**config.mk**
```make
export PLATFORM = sky130hd
export DESIGN_NAME = dlse_fifo
export DESIGN_NICKNAME = d
export VERILOG_FILES = /design/src/rtl/deflate_lz77_symbol_expander_top_defines.svh /design/src/rtl/dlse_fifo.sv
export SDC_FILE = /design/constraint.sdc
export NUM_CORES = 1
export LEC_CHECK = 0
export BUFFER_PORTS_ARGS = -buffer_cell sky130_fd_sc_hd__buf_4
export CELL_PAD_IN_SITES_DETAIL_PLACEMENT = 2
export CELL_PAD_IN_SITES_GLOBAL_PLACEMENT = 2
export CORE_ASPECT_RATIO = 0.8
export CORE_MARGIN = 10
export CORE_UTILIZATION = 39
export CTS_BUF_LIST = sky130_fd_sc_hd__clkbuf_4 sky130_fd_sc_hd__clkbuf_8
export DETAILED_ROUTE_END_ITERATION = 8
export HOLD_SLACK_MARGIN = 0.15
export PLACE_DENSITY = 0.95
export SETUP_SLACK_MARGIN = 0.2
export SYNTH_ARGS = -nofsm -noshare
export SYNTH_HDL_FRONTEND = slang
export SYNTH_SLANG_ARGS = --single-unit
```
**constraint.sdc**
```tcl
create_clock -name clk -period 4.3 [get_ports clk]
set_clock_uncertainty 0.05 [all_clocks]
set_input_delay 0 -clock clk [delete_from_list [all_inputs] [get_ports clk]]
set_output_delay 0 -clock clk [all_outputs]
set_load 0.02 [all_outputs]
```
**src/rtl/deflate_lz77_symbol_expander_top_defines.svh**
```systemverilog
// ----------------------------------------------------------------------------
// DEFLATE LZ77 symbol expander assertion macros
// Shared concurrent check forms, clocked and disabled while in reset.
// ----------------------------------------------------------------------------
`ifndef DEFLATE_LZ77_SYMBOL_EXPANDER_TOP_DEFINES_SVH
`define DEFLATE_LZ77_SYMBOL_EXPANDER_TOP_DEFINES_SVH

// same-cycle implication
`define DLSE_ASSERT_IMPL(label, clk, rst_n, ante, cons) \
    label: assert property (@(posedge clk) disable iff (!rst_n) (ante) |-> (cons)) \
        else $error("dlse: same-cycle check failed");

// next-cycle implication
`define DLSE_ASSERT_NEXT(label, clk, rst_n, ante, cons) \
    label: assert property (@(posedge clk) disable iff (!rst_n) (ante) |=> (cons)) \
        else $error("dlse: next-cycle check failed");

`endif

```
**src/rtl/dlse_fifo.sv**
```systemverilog
// ----------------------------------------------------------------------------
// Small flip-flop FIFO
// Queue between the decode front and the copy engine, and the result queue.
// ----------------------------------------------------------------------------
module dlse_fifo #(
    parameter int WIDTH = 8,
    parameter int DEPTH = 2
) (
    input  logic             clk,
    input  logic             rst_n,
    input  logic             wr_en,
    input  logic [WIDTH-1:0] wr_data,
    output logic             full,
    input  logic             rd_en,
    output logic [WIDTH-1:0] rd_data,
    output logic             empty
);

    localparam int PW = $clog2(DEPTH);
    localparam int CW = $clog2(DEPTH + 1);

    logic [WIDTH-1:0] mem_reg [DEPTH];
    logic [PW-1:0]    wr_ptr_reg, wr_ptr_next;
    logic [PW-1:0]    rd_ptr_reg, rd_ptr_next;
    logic [CW-1:0]    cnt_reg, cnt_next;
    logic             do_wr, do_rd;

    assign full  = (cnt_reg == CW'(DEPTH));
    assign empty = (cnt_reg == '0);
    assign do_wr = wr_en && !full;
    assign do_rd = rd_en && !empty;
    assign rd_data = mem_reg[rd_ptr_reg];

    always_comb
    begin
        wr_ptr_next = wr_ptr_reg;
        rd_ptr_next = rd_ptr_reg;
        cnt_next    = cnt_reg;
        if (do_wr)
        begin
            wr_ptr_next = (wr_ptr_reg == PW'(DEPTH - 1)) ? '0 : wr_ptr_reg + 1'b1;
        end
        if (do_rd)
        begin
            rd_ptr_next = (rd_ptr_reg == PW'(DEPTH - 1)) ? '0 : rd_ptr_reg + 1'b1;
        end
        if (do_wr && !do_rd)
        begin
            cnt_next = cnt_reg + 1'b1;
        end
        else if (do_rd && !do_wr)
        begin
            cnt_next = cnt_reg - 1'b1;
        end
    end

    always_ff @(posedge clk or negedge rst_n)
    begin
        if (!rst_n)
        begin
            wr_ptr_reg <= '0;
            rd_ptr_reg <= '0;
            cnt_reg    <= '0;
        end
        else
        begin
            wr_ptr_reg <= wr_ptr_next;
            rd_ptr_reg <= rd_ptr_next;
            cnt_reg    <= cnt_next;
        end
    end

    always_ff @(posedge clk)
    begin
        if (do_wr)
        begin
            mem_reg[wr_ptr_reg] <= wr_data;
        end
    end

endmodule

```
Word level (Yosys, flattened, before mapping)
Memories as Yosys holds them, arrays and structs flattened.
Index checks and enable logic that the tools add are counted.
{"block": "op_classes", "eq_ne": 1, "n_addsub": 4, "muxes": 6, "reduce_logical": 10}
{"operator": "logical AND 1 bit", "n": 4}
{"operator": "logical NOT 1 bit", "n": 4}
{"operator": "2-to-1 mux 1 bit", "n": 4}
{"operator": "2-to-1 mux 2 bit", "n": 2}
{"operator": "adder 1 bit (second input constant)", "n": 2}
{"operator": "adder 2 x 1 -> 2 bit (second input constant)", "n": 1}
{"operator": "== test 2 bit (second input constant)", "n": 1}
{"operator": "logical NOT 2 bit", "n": 1}
{"operator": "nonzero test 2 bit", "n": 1}
{"operator": "subtractor 2 x 1 -> 2 bit (second input constant)", "n": 1}
{"block": "word_totals", "regBits": 4, "ramBits": 16, "out_inout_bits": 10, "word_cells": 25, "in_bits": 12, "memories": 1}
{"memory": "mem_reg", "depth": 2, "width": 8, "rd": 1, "rd_clocked_by_memory_dff": 0, "write_ports": 1, "line": "dlse_fifo.sv:22", "rtl": "logic [WIDTH-1:0] mem_reg [DEPTH];"}

Depth between registers and ports, before layout
{"block": "depth", "depth_word": 7, "mapped_depth": 7, "depth_no_buf": 7}

Least setup slack after synthesis
Ideal clock, no wire load.
{"block": "synth_timing", "kind": "register -> register", "startpoint": "register cnt_reg[0]", "endpoint": "memory mem_reg[0][0], enable pin", "path_stages_with_launch": 4, "arrival_ns": 1.022, "setup_ns": 0.370, "n_path_buf": 0, "period_less_slack_ns": 1.442, "setup_slack_ns": 2.858, "required_time_ns": 3.880, "path_cell_list": "dfrtp_1 -> nand2b_1 -> nand2_2 -> nor2_1"}
{"block": "synth_via", "elab_chain_cells": 5}
{"item": "start, declared", "line": "dlse_fifo.sv:25", "rtl": "logic [CW-1:0] cnt_reg, cnt_next;"}
{"item": "start signal, assigned", "line": "dlse_fifo.sv:69", "rtl": "cnt_reg <= cnt_next;"}
{"item": "== test 2 bit", "line": "dlse_fifo.sv:28", "rtl": "assign full = (cnt_reg == CW'(DEPTH));"}
{"item": "logical NOT 1 bit", "line": "dlse_fifo.sv:30", "rtl": "assign do_wr = wr_en && !full;"}
{"item": "logical AND 1 bit", "line": "dlse_fifo.sv:30"}
{"item": "2-to-1 mux 1 bit", "line": "dlse_fifo.sv:75", "rtl": "if (do_wr)"}
{"item": "2-to-1 mux 1 bit (not written as such)", "line": "dlse_fifo.sv:77", "rtl": "mem_reg[wr_ptr_reg] <= wr_data;"}
{"item": "end, declared", "line": "dlse_fifo.sv:22"}
No other way between the ends.

Final worst setup path
{"block": "layout_timing", "startpoint": "register cnt_reg[0]", "endpoint": "memory mem_reg[0][2], enable pin"}
Same word-level chain as after synthesis.

==> results_dict.tcl <==
set metrics [dict create \
    wl_per_cell_um 19.88 \
    start_kind "flop" \
    fin_crit_ps 1766 \
    power_frac_clock_pct 14.0 \
    setup_viol 0 \
    antenna_found_initial 0 \
    drt_iter0_markers 9 \
    ioPinCount 22 \
    critPathArrivalTime_ps 1660 \
    vias 489 \
    status "finished clean" \
    intPower_uw 447.8 \
    synthDistinctLibCells 15 \
    slew_violations 0 \
    grt_pass1_wl_um 3263 \
    io_buffers 21 \
    p_per_area_nw_per_um2 634.4 \
    hold_depth 2 \
    cts.sinks 20 \
    seq_power_share_pct 45.3 \
    n_antenna_cell 0 \
    synth_area_leaders "edfxtp_1 61%, dfrtp_1 13%, mux2_1 8.6%, mux2_2 2.9%, xnor2_1 2.2%" \
    peakVddDrop_uv 346.5 \
    leakage_nw 0.4600 \
    syn-instance-count 44 \
    grt_pass1_vias 592 \
    cts.clk_slew.worst_paths_ps 110 \
    r2r_cells 3 \
    grt.total_usage_pct 10.31 \
    setup_slack_ps 2534 \
    seq_area_frac_synth_pct 74.24 \
    grt-ovfl-total 0 \
    synth_top_cell_area_share_pct 61.44 \
    p_comb_share_pct 40.8 \
    clockBufferDepth 2 \
    hpwl_um 1475 \
    place_ws_ps 2546 \
    fin_crit_sh_pct 41.07 \
    path_class "reg2reg" \
    power.share.switching_pct 36.68 \
    drive_gt1_share_pct 36.25 \
    rsz0062_at_grt "false" \
    cts_tree "done" \
    fmax_mhz 566.2 \
    hold_path_class "in2reg" \
    grt_max_degree 12 \
    worst_pin_slew_ps 739.4 \
    final_util_pct 58.93 \
    gp_congestion 0.7356 \
    largest_register_ffs 16 \
    drt_wl_total_um 2067 \
    viasPerCell 4.702 \
    cts_max_level 1 \
    required_ps 4190 \
    coreArea_um2 1892 \
    total_power_uw 707.3 \
    yosysWarnings 0 \
    cts_made_buffers 3 \
    fin_tns_setup_ps 0 \
    power_switching_uw 259.4 \
    synth.largest_area_cell "edfxtp_1" \
    fp.dieW_um 70.07 \
    first_pass_iters 4 \
    maxCapViolCount 0 \
    fin_nets 94 \
    syn_area_um2 782.0 \
    avgSynthCellArea_um2 17.77 \
    synthesis.nets 57 \
    cts_root_buf "clkbuf_4" \
    drc 0 \
    core.rowCount 14 \
    hold_viol 0 \
    syn2layout_area_growth_pct 42.56 \
    antenna_left 0 \
    die-area_um2 4207 \
    cp_max_fo 8 \
    slew_headroom_pct 50.53 \
    end_kind "flop" \
    ys_ff_latch 20 \
    fp.dieH_um 60.05 \
    rrSetupSlack_ps 2530 \
    insertion_delay_ps 300 \
    initial_utilization_pct 41.34 \
]
path summary, 6_finish.rpt:
check	start	end
min in group asynchronous	rst_n	cnt_reg[1]
setup / recovery	cnt_reg[0]	mem_reg[0][2]
hold reg to reg	cnt_reg[1]	cnt_reg[1]
setup reg to reg	cnt_reg[0]	mem_reg[0][2]
hold / removal	wr_data[5]	mem_reg[1][5]
max in group asynchronous	rst_n	rd_ptr_reg
layout make-up:
cell class	instances	area (µm²)
sequential	20	580.6
tap	24	30.03
inverter	2	7.507
multi-input combinational	21	188.9
fill	188	777.0
clock buffer	4	30.03
timing repair buffer	33	277.8
worst max-delay path, stage by stage (launching register included):
cell,delay (ps)
dfrtp_1,470
nand2b_1,200
nand2_2,110
nor2_1,580
cell families (layout without fill, tap and decap cells):
kind of cell,after synthesis,count (layout),synth area share (%)
AOI/OAI and AO/OA,1,1,0.6394
buffers and inverters,3,39,1.600
DFF,20,20,74.24
muxes,8,8,11.52
adders and majority gates,1,1,1.600
xor gates and xnor gates,5,5,6.561
and+or+nand+nor,6,6,3.841
through the flow:
stage               area (µm²)  instances  hold slack (ps)
finish                    1115        104            366.2
global placement         964.7         88           -249.6
global route              1115        104            357.4
CTS                       1115        104            377.5
floorplan                782.0         44           -345.6
detailed placement       964.7         88           -245.2
routing by layer:
metal  GRT usage [%]  up-vias  share of wire, %
met2           20.77       13                57
met4           4.213        0               1.8
met1           9.369      241                37
met5               0        -                 0
met3           3.477        4               4.4
li1                -      231                 -
repair_timing:
item | CTS | global route
endpoints found under the hold margin | 22 | 0
setup buffers | 0 | 0
gates resized for setup | 0 | 0
hold buffers | 12 | 0
power groups by stage:
stage | logic (mW) | registers (mW) | clock network [mW]
floorplan | 0.187 | 0.295 | 0
global placement | 0.265 | 0.314 | 0
detailed placement | 0.279 | 0.325 | 0
CTS | 0.291 | 0.321 | 0.0971
global route | 0.312 | 0.327 | 0.109
finish | 0.288 | 0.320 | 0.0987
synthesized netlist by cell type, drive strengths merged:
cell,n
edfxtp,16
mux2,8
dfrtp,4
nor2,3
xnor2,3
inv,2
xor2,2
and3,1
buf,1
ha,1
nand2,1
nand2b,1
o21ai,1
cell usage in the layout, fill, tap and decap left out:
cell,Yosys,layout
mux2_1,6,6
o21ai_1,1,1
clkbuf_4,0,4
ha_1,1,1
edfxtp_1,16,16
and3_1,1,1
nand2_2,1,1
dlygate4sd3_1,0,12
dfrtp_1,4,4
nor2_1,3,3
xor2_1,2,2
xnor2_2,1,1
buf_4,0,21
xnor2_1,2,2
nand2b_1,1,1
mux2_2,2,2
inv_1,2,2
Power figures use the tool's default switching activity.
