$ cat src/rtl/deflate_lz77_symbol_expander_top_defines.svh
// ----------------------------------------------------------------------------
// DEFLATE LZ77 symbol expander assertion macros
// Shared concurrent check forms, clocked and disabled while in reset.
// ----------------------------------------------------------------------------
`ifndef DEFLATE_LZ77_SYMBOL_EXPANDER_TOP_DEFINES_SVH
`define DEFLATE_LZ77_SYMBOL_EXPANDER_TOP_DEFINES_SVH

// same-cycle implication
`define DLSE_ASSERT_IMPL(label, clk, rst_n, ante, cons) \
    label: assert property (@(posedge clk) disable iff (!rst_n) (ante) |-> (cons)) \
        else $error("dlse: same-cycle check failed");

// next-cycle implication
`define DLSE_ASSERT_NEXT(label, clk, rst_n, ante, cons) \
    label: assert property (@(posedge clk) disable iff (!rst_n) (ante) |=> (cons)) \
        else $error("dlse: next-cycle check failed");

`endif

$ cat src/rtl/dlse_pkg.sv
// ----------------------------------------------------------------------------
// DEFLATE LZ77 symbol expander package
// Field widths, symbol codes, command and result types, DEFLATE tables.
// ----------------------------------------------------------------------------
package dlse_pkg;

    localparam int SYM_W   = 9;
    localparam int LX_W    = 5;
    localparam int DC_W    = 5;
    localparam int DX_W    = 13;
    localparam int LANES_W = 64;
    localparam int COUNT_W = 4;
    localparam int BYTE_W  = 8;
    localparam int LEN_W   = 9;
    localparam int DIST_W  = 16;
    localparam int LI_W    = 5;

    localparam logic [SYM_W-1:0] SYM_END       = 9'd256;
    localparam logic [SYM_W-1:0] SYM_FIRST_LEN = 9'd257;
    localparam logic [SYM_W-1:0] SYM_LIMIT     = 9'd286;
    localparam logic [DC_W-1:0]  DIST_CODES    = 5'd30;

    typedef enum logic [1:0] {
        ERR_NONE,
        ERR_BAD_SYMBOL,
        ERR_BAD_DIST_CODE,
        ERR_DIST_TOO_FAR
    } err_t;

    typedef enum logic [2:0] {
        CMD_LITERAL,
        CMD_END,
        CMD_BAD_SYMBOL,
        CMD_BAD_DIST,
        CMD_MATCH
    } cmd_kind_t;

    typedef struct packed {
        cmd_kind_t          kind;
        logic [BYTE_W-1:0]  lit;
        logic [LEN_W-1:0]   len;
        logic [DIST_W-1:0]  distance;
    } cmd_t;

    typedef struct packed {
        logic [LANES_W-1:0] lanes;
        logic [COUNT_W-1:0] count;
        logic               eob;
        err_t               err;
        logic               last;
    } result_t;

    typedef enum logic {
        ST_IDLE,
        ST_COPY
    } back_state_t;

    function automatic logic [LEN_W-1:0] len_start(input logic [LI_W-1:0] li);
        logic [LEN_W-1:0] v;
        unique case (li)
            5'd0:    v = 9'd3;
            5'd1:    v = 9'd4;
            5'd2:    v = 9'd5;
            5'd3:    v = 9'd6;
            5'd4:    v = 9'd7;
            5'd5:    v = 9'd8;
            5'd6:    v = 9'd9;
            5'd7:    v = 9'd10;
            5'd8:    v = 9'd11;
            5'd9:    v = 9'd13;
            5'd10:   v = 9'd15;
            5'd11:   v = 9'd17;
            5'd12:   v = 9'd19;
            5'd13:   v = 9'd23;
            5'd14:   v = 9'd27;
            5'd15:   v = 9'd31;
            5'd16:   v = 9'd35;
            5'd17:   v = 9'd43;
            5'd18:   v = 9'd51;
            5'd19:   v = 9'd59;
            5'd20:   v = 9'd67;
            5'd21:   v = 9'd83;
            5'd22:   v = 9'd99;
            5'd23:   v = 9'd115;
            5'd24:   v = 9'd131;
            5'd25:   v = 9'd163;
            5'd26:   v = 9'd195;
            5'd27:   v = 9'd227;
            5'd28:   v = 9'd258;
            default: v = 9'd0;
        endcase
        return v;
    endfunction

    function automatic logic [2:0] len_xbits(input logic [LI_W-1:0] li);
        logic [2:0] v;
        if (li >= 5'd28 || li < 5'd8)
        begin
            v = 3'd0;
        end
        else
        begin
            v = 3'(li[4:2] - 3'd1);
        end
        return v;
    endfunction

    function automatic logic [DIST_W-1:0] dist_start(input logic [DC_W-1:0] dc);
        logic [DIST_W-1:0] v;
        unique case (dc)
            5'd0:    v = 16'd1;
            5'd1:    v = 16'd2;
            5'd2:    v = 16'd3;
            5'd3:    v = 16'd4;
            5'd4:    v = 16'd5;
            5'd5:    v = 16'd7;
            5'd6:    v = 16'd9;
            5'd7:    v = 16'd13;
            5'd8:    v = 16'd17;
            5'd9:    v = 16'd25;
            5'd10:   v = 16'd33;
            5'd11:   v = 16'd49;
            5'd12:   v = 16'd65;
            5'd13:   v = 16'd97;
            5'd14:   v = 16'd129;
            5'd15:   v = 16'd193;
            5'd16:   v = 16'd257;
            5'd17:   v = 16'd385;
            5'd18:   v = 16'd513;
            5'd19:   v = 16'd769;
            5'd20:   v = 16'd1025;
            5'd21:   v = 16'd1537;
            5'd22:   v = 16'd2049;
            5'd23:   v = 16'd3073;
            5'd24:   v = 16'd4097;
            5'd25:   v = 16'd6145;
            5'd26:   v = 16'd8193;
            5'd27:   v = 16'd12289;
            5'd28:   v = 16'd16385;
            5'd29:   v = 16'd24577;
            default: v = 16'd0;
        endcase
        return v;
    endfunction

    function automatic logic [3:0] dist_xbits(input logic [DC_W-1:0] dc);
        logic [3:0] v;
        if (dc < 5'd4 || dc >= DIST_CODES)
        begin
            v = 4'd0;
        end
        else
        begin
            v = 4'(dc[4:1] - 4'd1);
        end
        return v;
    endfunction

endpackage

$ cat src/rtl/dlse_front.sv
// ----------------------------------------------------------------------------
// Symbol decode front
// Classifies each item and resolves length and distance from the tables.
// ----------------------------------------------------------------------------
module dlse_front (
    input  logic                       push,
    output logic                       full,
    input  logic [dlse_pkg::SYM_W-1:0] symbol,
    input  logic [dlse_pkg::LX_W-1:0]  length_extra,
    input  logic [dlse_pkg::DC_W-1:0]  distance_code,
    input  logic [dlse_pkg::DX_W-1:0]  distance_extra,
    input  logic                       q_full,
    output logic                       q_wr,
    output dlse_pkg::cmd_t             cmd
);

    logic [dlse_pkg::LI_W-1:0] li;
    logic [2:0]                lx_bits;
    logic [3:0]                dx_bits;
    logic [dlse_pkg::LX_W-1:0] lx_mask;
    logic [dlse_pkg::DX_W-1:0] dx_mask;

    assign full = q_full;
    assign q_wr = push && !q_full;

    assign li      = dlse_pkg::LI_W'(symbol - dlse_pkg::SYM_FIRST_LEN);
    assign lx_bits = dlse_pkg::len_xbits(li);
    assign dx_bits = dlse_pkg::dist_xbits(distance_code);

    always_comb
    begin
        for (int j = 0; j < dlse_pkg::LX_W; j++)
        begin
            lx_mask[j] = (j < int'(lx_bits));
        end
        for (int j = 0; j < dlse_pkg::DX_W; j++)
        begin
            dx_mask[j] = (j < int'(dx_bits));
        end
    end

    always_comb
    begin
        cmd.lit      = symbol[dlse_pkg::BYTE_W-1:0];
        cmd.len      = dlse_pkg::len_start(li)
                     + dlse_pkg::LEN_W'(length_extra & lx_mask);
        cmd.distance = dlse_pkg::dist_start(distance_code)
                     + dlse_pkg::DIST_W'(distance_extra & dx_mask);
        priority if (symbol < dlse_pkg::SYM_END)
        begin
            cmd.kind = dlse_pkg::CMD_LITERAL;
        end
        else if (symbol == dlse_pkg::SYM_END)
        begin
            cmd.kind = dlse_pkg::CMD_END;
        end
        else if (symbol >= dlse_pkg::SYM_LIMIT)
        begin
            cmd.kind = dlse_pkg::CMD_BAD_SYMBOL;
        end
        else if (distance_code >= dlse_pkg::DIST_CODES)
        begin
            cmd.kind = dlse_pkg::CMD_BAD_DIST;
        end
        else
        begin
            cmd.kind = dlse_pkg::CMD_MATCH;
        end
    end

endmodule

$ cat config.mk
export PLATFORM = sky130hd
export DESIGN_NAME = dlse_front
export DESIGN_NICKNAME = d
export VERILOG_FILES = /design/src/rtl/deflate_lz77_symbol_expander_top_defines.svh /design/src/rtl/dlse_pkg.sv /design/src/rtl/dlse_front.sv
export SDC_FILE = /design/constraint.sdc
export NUM_CORES = 1
export LEC_CHECK = 0
export BUFFER_PORTS_ARGS = -buffer_cell sky130_fd_sc_hd__buf_2
export CAP_MARGIN = 10
export CORE_ASPECT_RATIO = 1.4
export CORE_UTILIZATION = 53
export DETAILED_ROUTE_END_ITERATION = 7
export GPL_ROUTABILITY_DRIVEN = 0
export PLACE_DENSITY = 0.85
export SLEW_MARGIN = 5
export SYNTH_ARGS = -nofsm -noshare
export SYNTH_HDL_FRONTEND = slang
export SYNTH_SLANG_ARGS = --single-unit
$ cat constraint.sdc
create_clock -name vclk -period 5.1
set_clock_uncertainty 0.15 [all_clocks]
set_input_delay 0.51 -clock vclk [all_inputs]
set_output_delay 0.51 -clock vclk [all_outputs]
set_load 0.005 [all_outputs]
# Yosys cells after proc, flatten, opt, wreduce, memory -nomap -nowiden
# Memory sizes are Yosys's and may differ from the RTL's.
# Index checks and enable logic that the tools add are counted.
totals:
  elab_cells: 44
  ramBits: 0
  inputBits: 34
  out_inout_bits: 38
  memories: 2
  regBits: 0
  mem_bits_ro: 768
  latch_bits: 0
classes:
  n_reduce_logical: 4
  add_sub_neg: 5
  magnitude_cmp: 24
  eq_ne: 1
  shifts: 0
  bitwise: 2
  mul: 0
  mux: 6
  div: 0
mem_list:
  columns: ["memory", "words", "word_bits", "read_ports", "rd_ports_with_merged_regs", "write_ports", "line", "source"]
  rows:
  - ["(no name shown)", 32, 15, 1, 0, 0, "dlse_pkg.sv:110", "unique case (dc)"]
  - ["(no name shown)", 32, 9, 1, 0, 0, "dlse_pkg.sv:60", "unique case (li)"]
ops:
  columns: ["cell", "n"]
  rows:
  - ["$lt A4 B4 Y1 const A", 5]
  - ["$add A16 B13 Y16", 1]
  - ["$lt A3 B4 Y1 const A", 4]
  - ["$mux W3", 5]
  - ["$and A13 B13 Y13", 1]
  - ["$ge A5 B5 Y1 const B", 2]
  - ["$add A9 B5 Y9", 1]
  - ["$eq A9 B9 Y1 const B", 1]
  - ["$ge A9 B9 Y1 const B", 1]
  - ["$lt A9 B9 Y1 const B", 1]
  - ["$lt A1 B4 Y1 const A", 2]
  - ["$lt A2 B4 Y1 const A", 2]
  - ["$lt A1 B3 Y1 const A", 2]
  - ["$lt A2 B3 Y1 const A", 2]
  - ["$and A5 B5 Y5", 1]
  - ["$lt A5 B3 Y1 const B", 1]
  - ["$lt A5 B4 Y1 const B", 1]
  - ["$sub A5 B1 Y5 const B", 1]
  - ["$mux W4", 1]
  - ["$sub A4 B1 Y4 const B", 1]
  - ["$lt A3 B3 Y1 const A", 1]
  - ["$sub A3 B1 Y3 const B", 1]
  - ["$logic_or A1 B1 Y1", 2]
  - ["$logic_and A1 B1 Y1", 1]
  - ["$logic_not A1 Y1", 1]

# Logic depth before layout (Yosys ltp)
logic_depth:
  depth_word: 7
  ltp_mapped: 17
  ltp_nobuf: 16

# Worst setup path after synthesis
# No wires, ideal clock.
synth_timing:
  path_kind: "input to output"
  startpoint: "input port symbol[0] in the netlist's numbering"
  endpoint: "output port cmd[22] in the netlist's numbering"
  stages: 17
  t_arrival_ps: 3458
  slack_ps: 982
  path_buffers: 1
  required_time_ps: 4440
  cell_sequence: "buf_6 -> inv_1 -> ha_1 -> inv_1 -> ha_1 -> inv_1 -> ha_1 -> xnor2_1 -> clkinv_1 -> o211a_1 -> ha_1 -> fa_1 -> a21oi_1 -> nor2b_1 -> o21a_1 -> o21ai_2 -> xor2_1"
synth_lines:
  columns: ["item", "line", "source"]
  rows:
  - ["from (decl)", "dlse_front.sv:8", "input logic [dlse_pkg::SYM_W-1:0] symbol,"]
  - ["to (decl)", "dlse_front.sv:14", "output dlse_pkg::cmd_t cmd"]

==> flow_results.xml <==
<?xml version="1.0" encoding="UTF-8"?>
<metrics>
  <group name="global_routing">
    <metric name="grt_start_max_net_pins" unit="">17</metric>
    <metric name="grt_remaining_overflow" unit="">0</metric>
    <metric name="antenna_found_initial" unit="">0</metric>
    <metric name="globalRouteTotalUtil" unit="%">25.9</metric>
    <metric name="vias_in_the_first_global_route" unit="">2028</metric>
    <metric name="global_route_wire_length_before_repair" unit="µm">8030</metric>
  </group>
  <group name="placement">
    <metric name="place.detailed.hpwl" unit="µm">4220</metric>
    <metric name="postPlaceCellArea" unit="mm²">0.00227</metric>
    <metric name="port_buffers" unit="">72</metric>
  </group>
  <group name="logic_synthesis">
    <metric name="mappedNetlistNets" unit="">349</metric>
    <metric name="ys_types" unit="">59</metric>
    <metric name="synthCells" unit="">282</metric>
    <metric name="synth.avg_cell_area" unit="µm²">7.00</metric>
    <metric name="seq_area_frac_synth" unit="%">0</metric>
    <metric name="synth.yosys.warnings" unit="">0</metric>
    <metric name="syn_area" unit="mm²">0.00197</metric>
  </group>
  <group name="layout">
    <metric name="drive_gt1_share" unit="%">25.8</metric>
    <metric name="n_antenna_cell" unit="">0</metric>
    <metric name="syn2layout_area_growth" unit="%">15.2</metric>
    <metric name="seq_cell_count" unit="">0</metric>
    <metric name="clockBufferCount" unit="">0</metric>
    <metric name="layout.area.seq" unit="µm²">0</metric>
    <metric name="design_area" unit="mm²">0.00227</metric>
    <metric name="nets" unit="">406</metric>
  </group>
  <group name="setup_path">
    <metric name="end_kind" unit="">output pin</metric>
    <metric name="crit_start" unit="">symbol[1]</metric>
    <metric name="path_cells" unit="">buf_2 -&gt; inv_1 -&gt; ha_1 -&gt; inv_1 -&gt; ha_1 -&gt; inv_1 -&gt; ha_1 -&gt; xnor2_1 -&gt; clkinv_1 -&gt; o211a_1 -&gt; ha_1 -&gt; fa_1 -&gt; a21oi_1 -&gt; nor2b_1 -&gt; o21a_1 -&gt; o21ai_2 -&gt; xor2_1 -&gt; buf_2</metric>
    <metric name="worstPathArrival" unit="ns">3.78</metric>
    <metric name="critical-path-top-cell-by-count" unit="">sky130_fd_sc_hd__ha_1</metric>
    <metric name="path_class" unit="">in2out</metric>
    <metric name="timing.critical_path.required" unit="ns">4.44</metric>
    <metric name="critical_path_peak_fanout" unit="">6</metric>
    <metric name="kind_of_launch_point_of_the_worst_setup_path" unit="">input port</metric>
    <metric name="worst_path_max_delay_cell" unit="">sky130_fd_sc_hd__fa_1</metric>
    <metric name="cp_slowest_stage_delay" unit="ns">0.41</metric>
  </group>
  <group name="route">
    <metric name="routedWlPerCell" unit="µm">13.2</metric>
    <metric name="dr.first_iter.drc_count" unit="">58</metric>
    <metric name="first_pass_iters" unit="">4</metric>
    <metric name="postRouteWirelength" unit="µm">4990</metric>
    <metric name="dr_total_vias" unit="">2221</metric>
    <metric name="detail_route.drc_violations" unit="">0</metric>
    <metric name="drt.antenna.violating_nets" unit="">0</metric>
    <metric name="vias_per_cell" unit="">5.89</metric>
  </group>
  <group name="power">
    <metric name="switching_share" unit="%">54.4</metric>
    <metric name="switchingPower" unit="µW">138</metric>
    <metric name="combinationalPowerShare" unit="%">100.0</metric>
    <metric name="power_per_cell_area" unit="mW/mm²">112</metric>
    <metric name="power.sequential.fraction" unit="%">0</metric>
    <metric name="worst_ir_drop_vdd" unit="V">0.0000776</metric>
    <metric name="leakage" unit="nW">1.21</metric>
    <metric name="power.share.clock" unit="%">0</metric>
    <metric name="cell_internal_pwr" unit="µW">116</metric>
  </group>
  <group name="min_path">
    <metric name="worst_hold_path.num_cells" unit="">2</metric>
    <metric name="type_of_the_tightest_min_delay_check" unit="">in2out</metric>
    <metric name="hold_start" unit="">symbol[7]</metric>
    <metric name="worst_hold_path.endpoint" unit="">cmd[32]</metric>
  </group>
  <group name="timing">
    <metric name="final_max_slew_viol_count" unit="">0</metric>
    <metric name="fin_crit_sh" unit="%">87.0</metric>
    <metric name="timing.final.hold_violations" unit="">0</metric>
    <metric name="rsz_0062_raised_after_global_routing" unit="">no</metric>
    <metric name="final_sum_of_negative_setup_slack" unit="ns">0</metric>
    <metric name="clock.fmax" unit="MHz">225</metric>
    <metric name="timing.slew.headroom" unit="%">55.7</metric>
    <metric name="finalWorstPathRequiredPeriod" unit="ns">4.44</metric>
    <metric name="worst_slew_pin_slew" unit="ns">0.658</metric>
    <metric name="setup_viol" unit="">0</metric>
  </group>
  <group name="run">
    <metric name="max_cap_viol_count" unit="">0</metric>
  </group>
  <group name="floorplan">
    <metric name="floorplan.die_area" unit="mm²">0.00397</metric>
    <metric name="die_w" unit="µm">53.6</metric>
    <metric name="coreArea" unit="mm²">0.00347</metric>
    <metric name="die_y" unit="µm">74.2</metric>
    <metric name="num_rows" unit="">25</metric>
    <metric name="start_util" unit="%">56.8</metric>
    <metric name="io-pin-count" unit="">72</metric>
  </group>
  <group name="cts">
    <metric name="post_cts_resized" unit="">0</metric>
    <metric name="ctsHoldBuffers" unit="">0</metric>
    <metric name="postCtsSetupBuffers" unit="">0</metric>
  </group>
  <group name="status">
    <metric name="run_status" unit="">finished, final reports clean</metric>
  </group>
</metrics>
[cell type report]
class	count	area (µm²)
inverter	16	60.1
fill	343	1200
multi-input combinational	247	1790
timing repair buffer	74	375
tap	40	50.0
[how the worst max path moves through the flow]
stage,to,cells after the start,slack [ns]
floorplan,cmd[22],17,0.98
global placement,cmd[22],18,0.81
detailed placement,cmd[22],18,0.69
CTS,cmd[22],18,0.67
global route,cmd[22],18,0.41
finish,cmd[22],18,0.66
[cells in the final DEF, fill, tap and decap left out, types with 3 or more instances in the layout]
master,instances
sky130_fd_sc_hd__mux2i_1,6
sky130_fd_sc_hd__nor3_1,16
sky130_fd_sc_hd__nand2b_1,5
sky130_fd_sc_hd__and3_1,5
sky130_fd_sc_hd__a21o_1,8
sky130_fd_sc_hd__a31oi_1,3
sky130_fd_sc_hd__o211a_1,5
sky130_fd_sc_hd__xnor2_1,10
sky130_fd_sc_hd__nor2b_1,7
sky130_fd_sc_hd__ha_1,31
sky130_fd_sc_hd__buf_2,72
sky130_fd_sc_hd__nor2_1,26
sky130_fd_sc_hd__xor2_1,6
sky130_fd_sc_hd__a21oi_1,20
sky130_fd_sc_hd__o21ai_0,11
sky130_fd_sc_hd__nand3_1,9
sky130_fd_sc_hd__inv_1,14
sky130_fd_sc_hd__o21a_1,8
sky130_fd_sc_hd__nand2_1,23
sky130_fd_sc_hd__nand4_1,7
[power by group through the flow]
stage / Sequential, mW / Clock [mW] / Combinational [mW]
detailed placement: 0 / 0 / 0.253
global placement: 0 / 0 / 0.249
CTS: 0 / 0 / 0.254
floorplan: 0 / 0 / 0.177
global route: 0 / 0 / 0.287
finish: 0 / 0 / 0.254
[per-layer routing]
metal | global-route usage, % | vias up | share of wire (%)
met5 | 0 | - | 0
met4 | 8.48 | 0 | 2.7
met3 | 1.43 | 16 | 3.6
met2 | 52.1 | 72 | 53
met1 | 27.1 | 998 | 40
li1 | - | 1135 | -
[kinds of logic after synthesis]
family / Yosys count / share of synthesized area, %
and+or+nand+nor: 112 / 29.6
AOI/OAI and AO/OA: 77 / 27.1
buffers and inverters: 35 / 9.45
adders and majority gates: 33 / 21.7
xor gates and xnor gates: 17 / 7.93
muxes: 8 / 4.19
[cells in the mapped netlist (2+ instances only)]
cell	number	area (µm²)
sky130_fd_sc_hd__o21ai_0	11	55.1
sky130_fd_sc_hd__mux2i_1	6	60.1
sky130_fd_sc_hd__xnor2_1	10	87.6
sky130_fd_sc_hd__mux2_2	2	22.5
sky130_fd_sc_hd__buf_6	2	22.5
sky130_fd_sc_hd__ha_1	31	388
sky130_fd_sc_hd__nor3_1	16	80.1
sky130_fd_sc_hd__o21a_1	8	60.1
sky130_fd_sc_hd__or4_1	2	15.0
sky130_fd_sc_hd__buf_2	2	10.0
sky130_fd_sc_hd__o211ai_1	2	15.0
sky130_fd_sc_hd__a21oi_1	20	100
sky130_fd_sc_hd__o211a_1	5	50.1
sky130_fd_sc_hd__buf_4	10	75.1
sky130_fd_sc_hd__nand3_1	9	45.0
sky130_fd_sc_hd__nand4_1	7	43.8
sky130_fd_sc_hd__nand2b_1	5	31.3
sky130_fd_sc_hd__clkbuf_1	5	18.8
sky130_fd_sc_hd__a31oi_1	3	18.8
sky130_fd_sc_hd__xor2_1	6	52.6
sky130_fd_sc_hd__a21o_1	8	60.1
sky130_fd_sc_hd__o31ai_1	2	15.0
sky130_fd_sc_hd__o32ai_1	2	17.5
sky130_fd_sc_hd__and3_1	5	31.3
sky130_fd_sc_hd__nand2_1	23	86.3
sky130_fd_sc_hd__fa_1	2	40.0
sky130_fd_sc_hd__and2_1	2	12.5
sky130_fd_sc_hd__inv_1	14	52.6
sky130_fd_sc_hd__nor2_1	26	97.6
sky130_fd_sc_hd__nor2b_1	7	43.8
[worst max-delay path: cells and delay by family]
family / cells / cell delay, ns
AO/OA/AOI/OAI: 4 / 0.74
buffers and inverters: 6 / 0.68
adder cells (fa/ha/maj): 5 / 1.37
AND/OR/NAND/NOR: 1 / 0.07
XOR/XNOR: 2 / 0.40
[per-stage QoR]
stage	utilization (%)	setup slack, ns	power, mW	hold WS, ns	instances
final	65.4	0.661	0.254	1.05	377
after detailed placement	65.4	0.687	0.253	1.05	377
after floorplan	-	0.982	0.177	0.900	282
after CTS	65.4	0.671	0.254	1.05	377
after global routing	65.4	0.410	0.287	1.06	377
after global placement	65.4	0.806	0.249	1.05	377
Note: power is estimated with default switching activity, not from simulation.
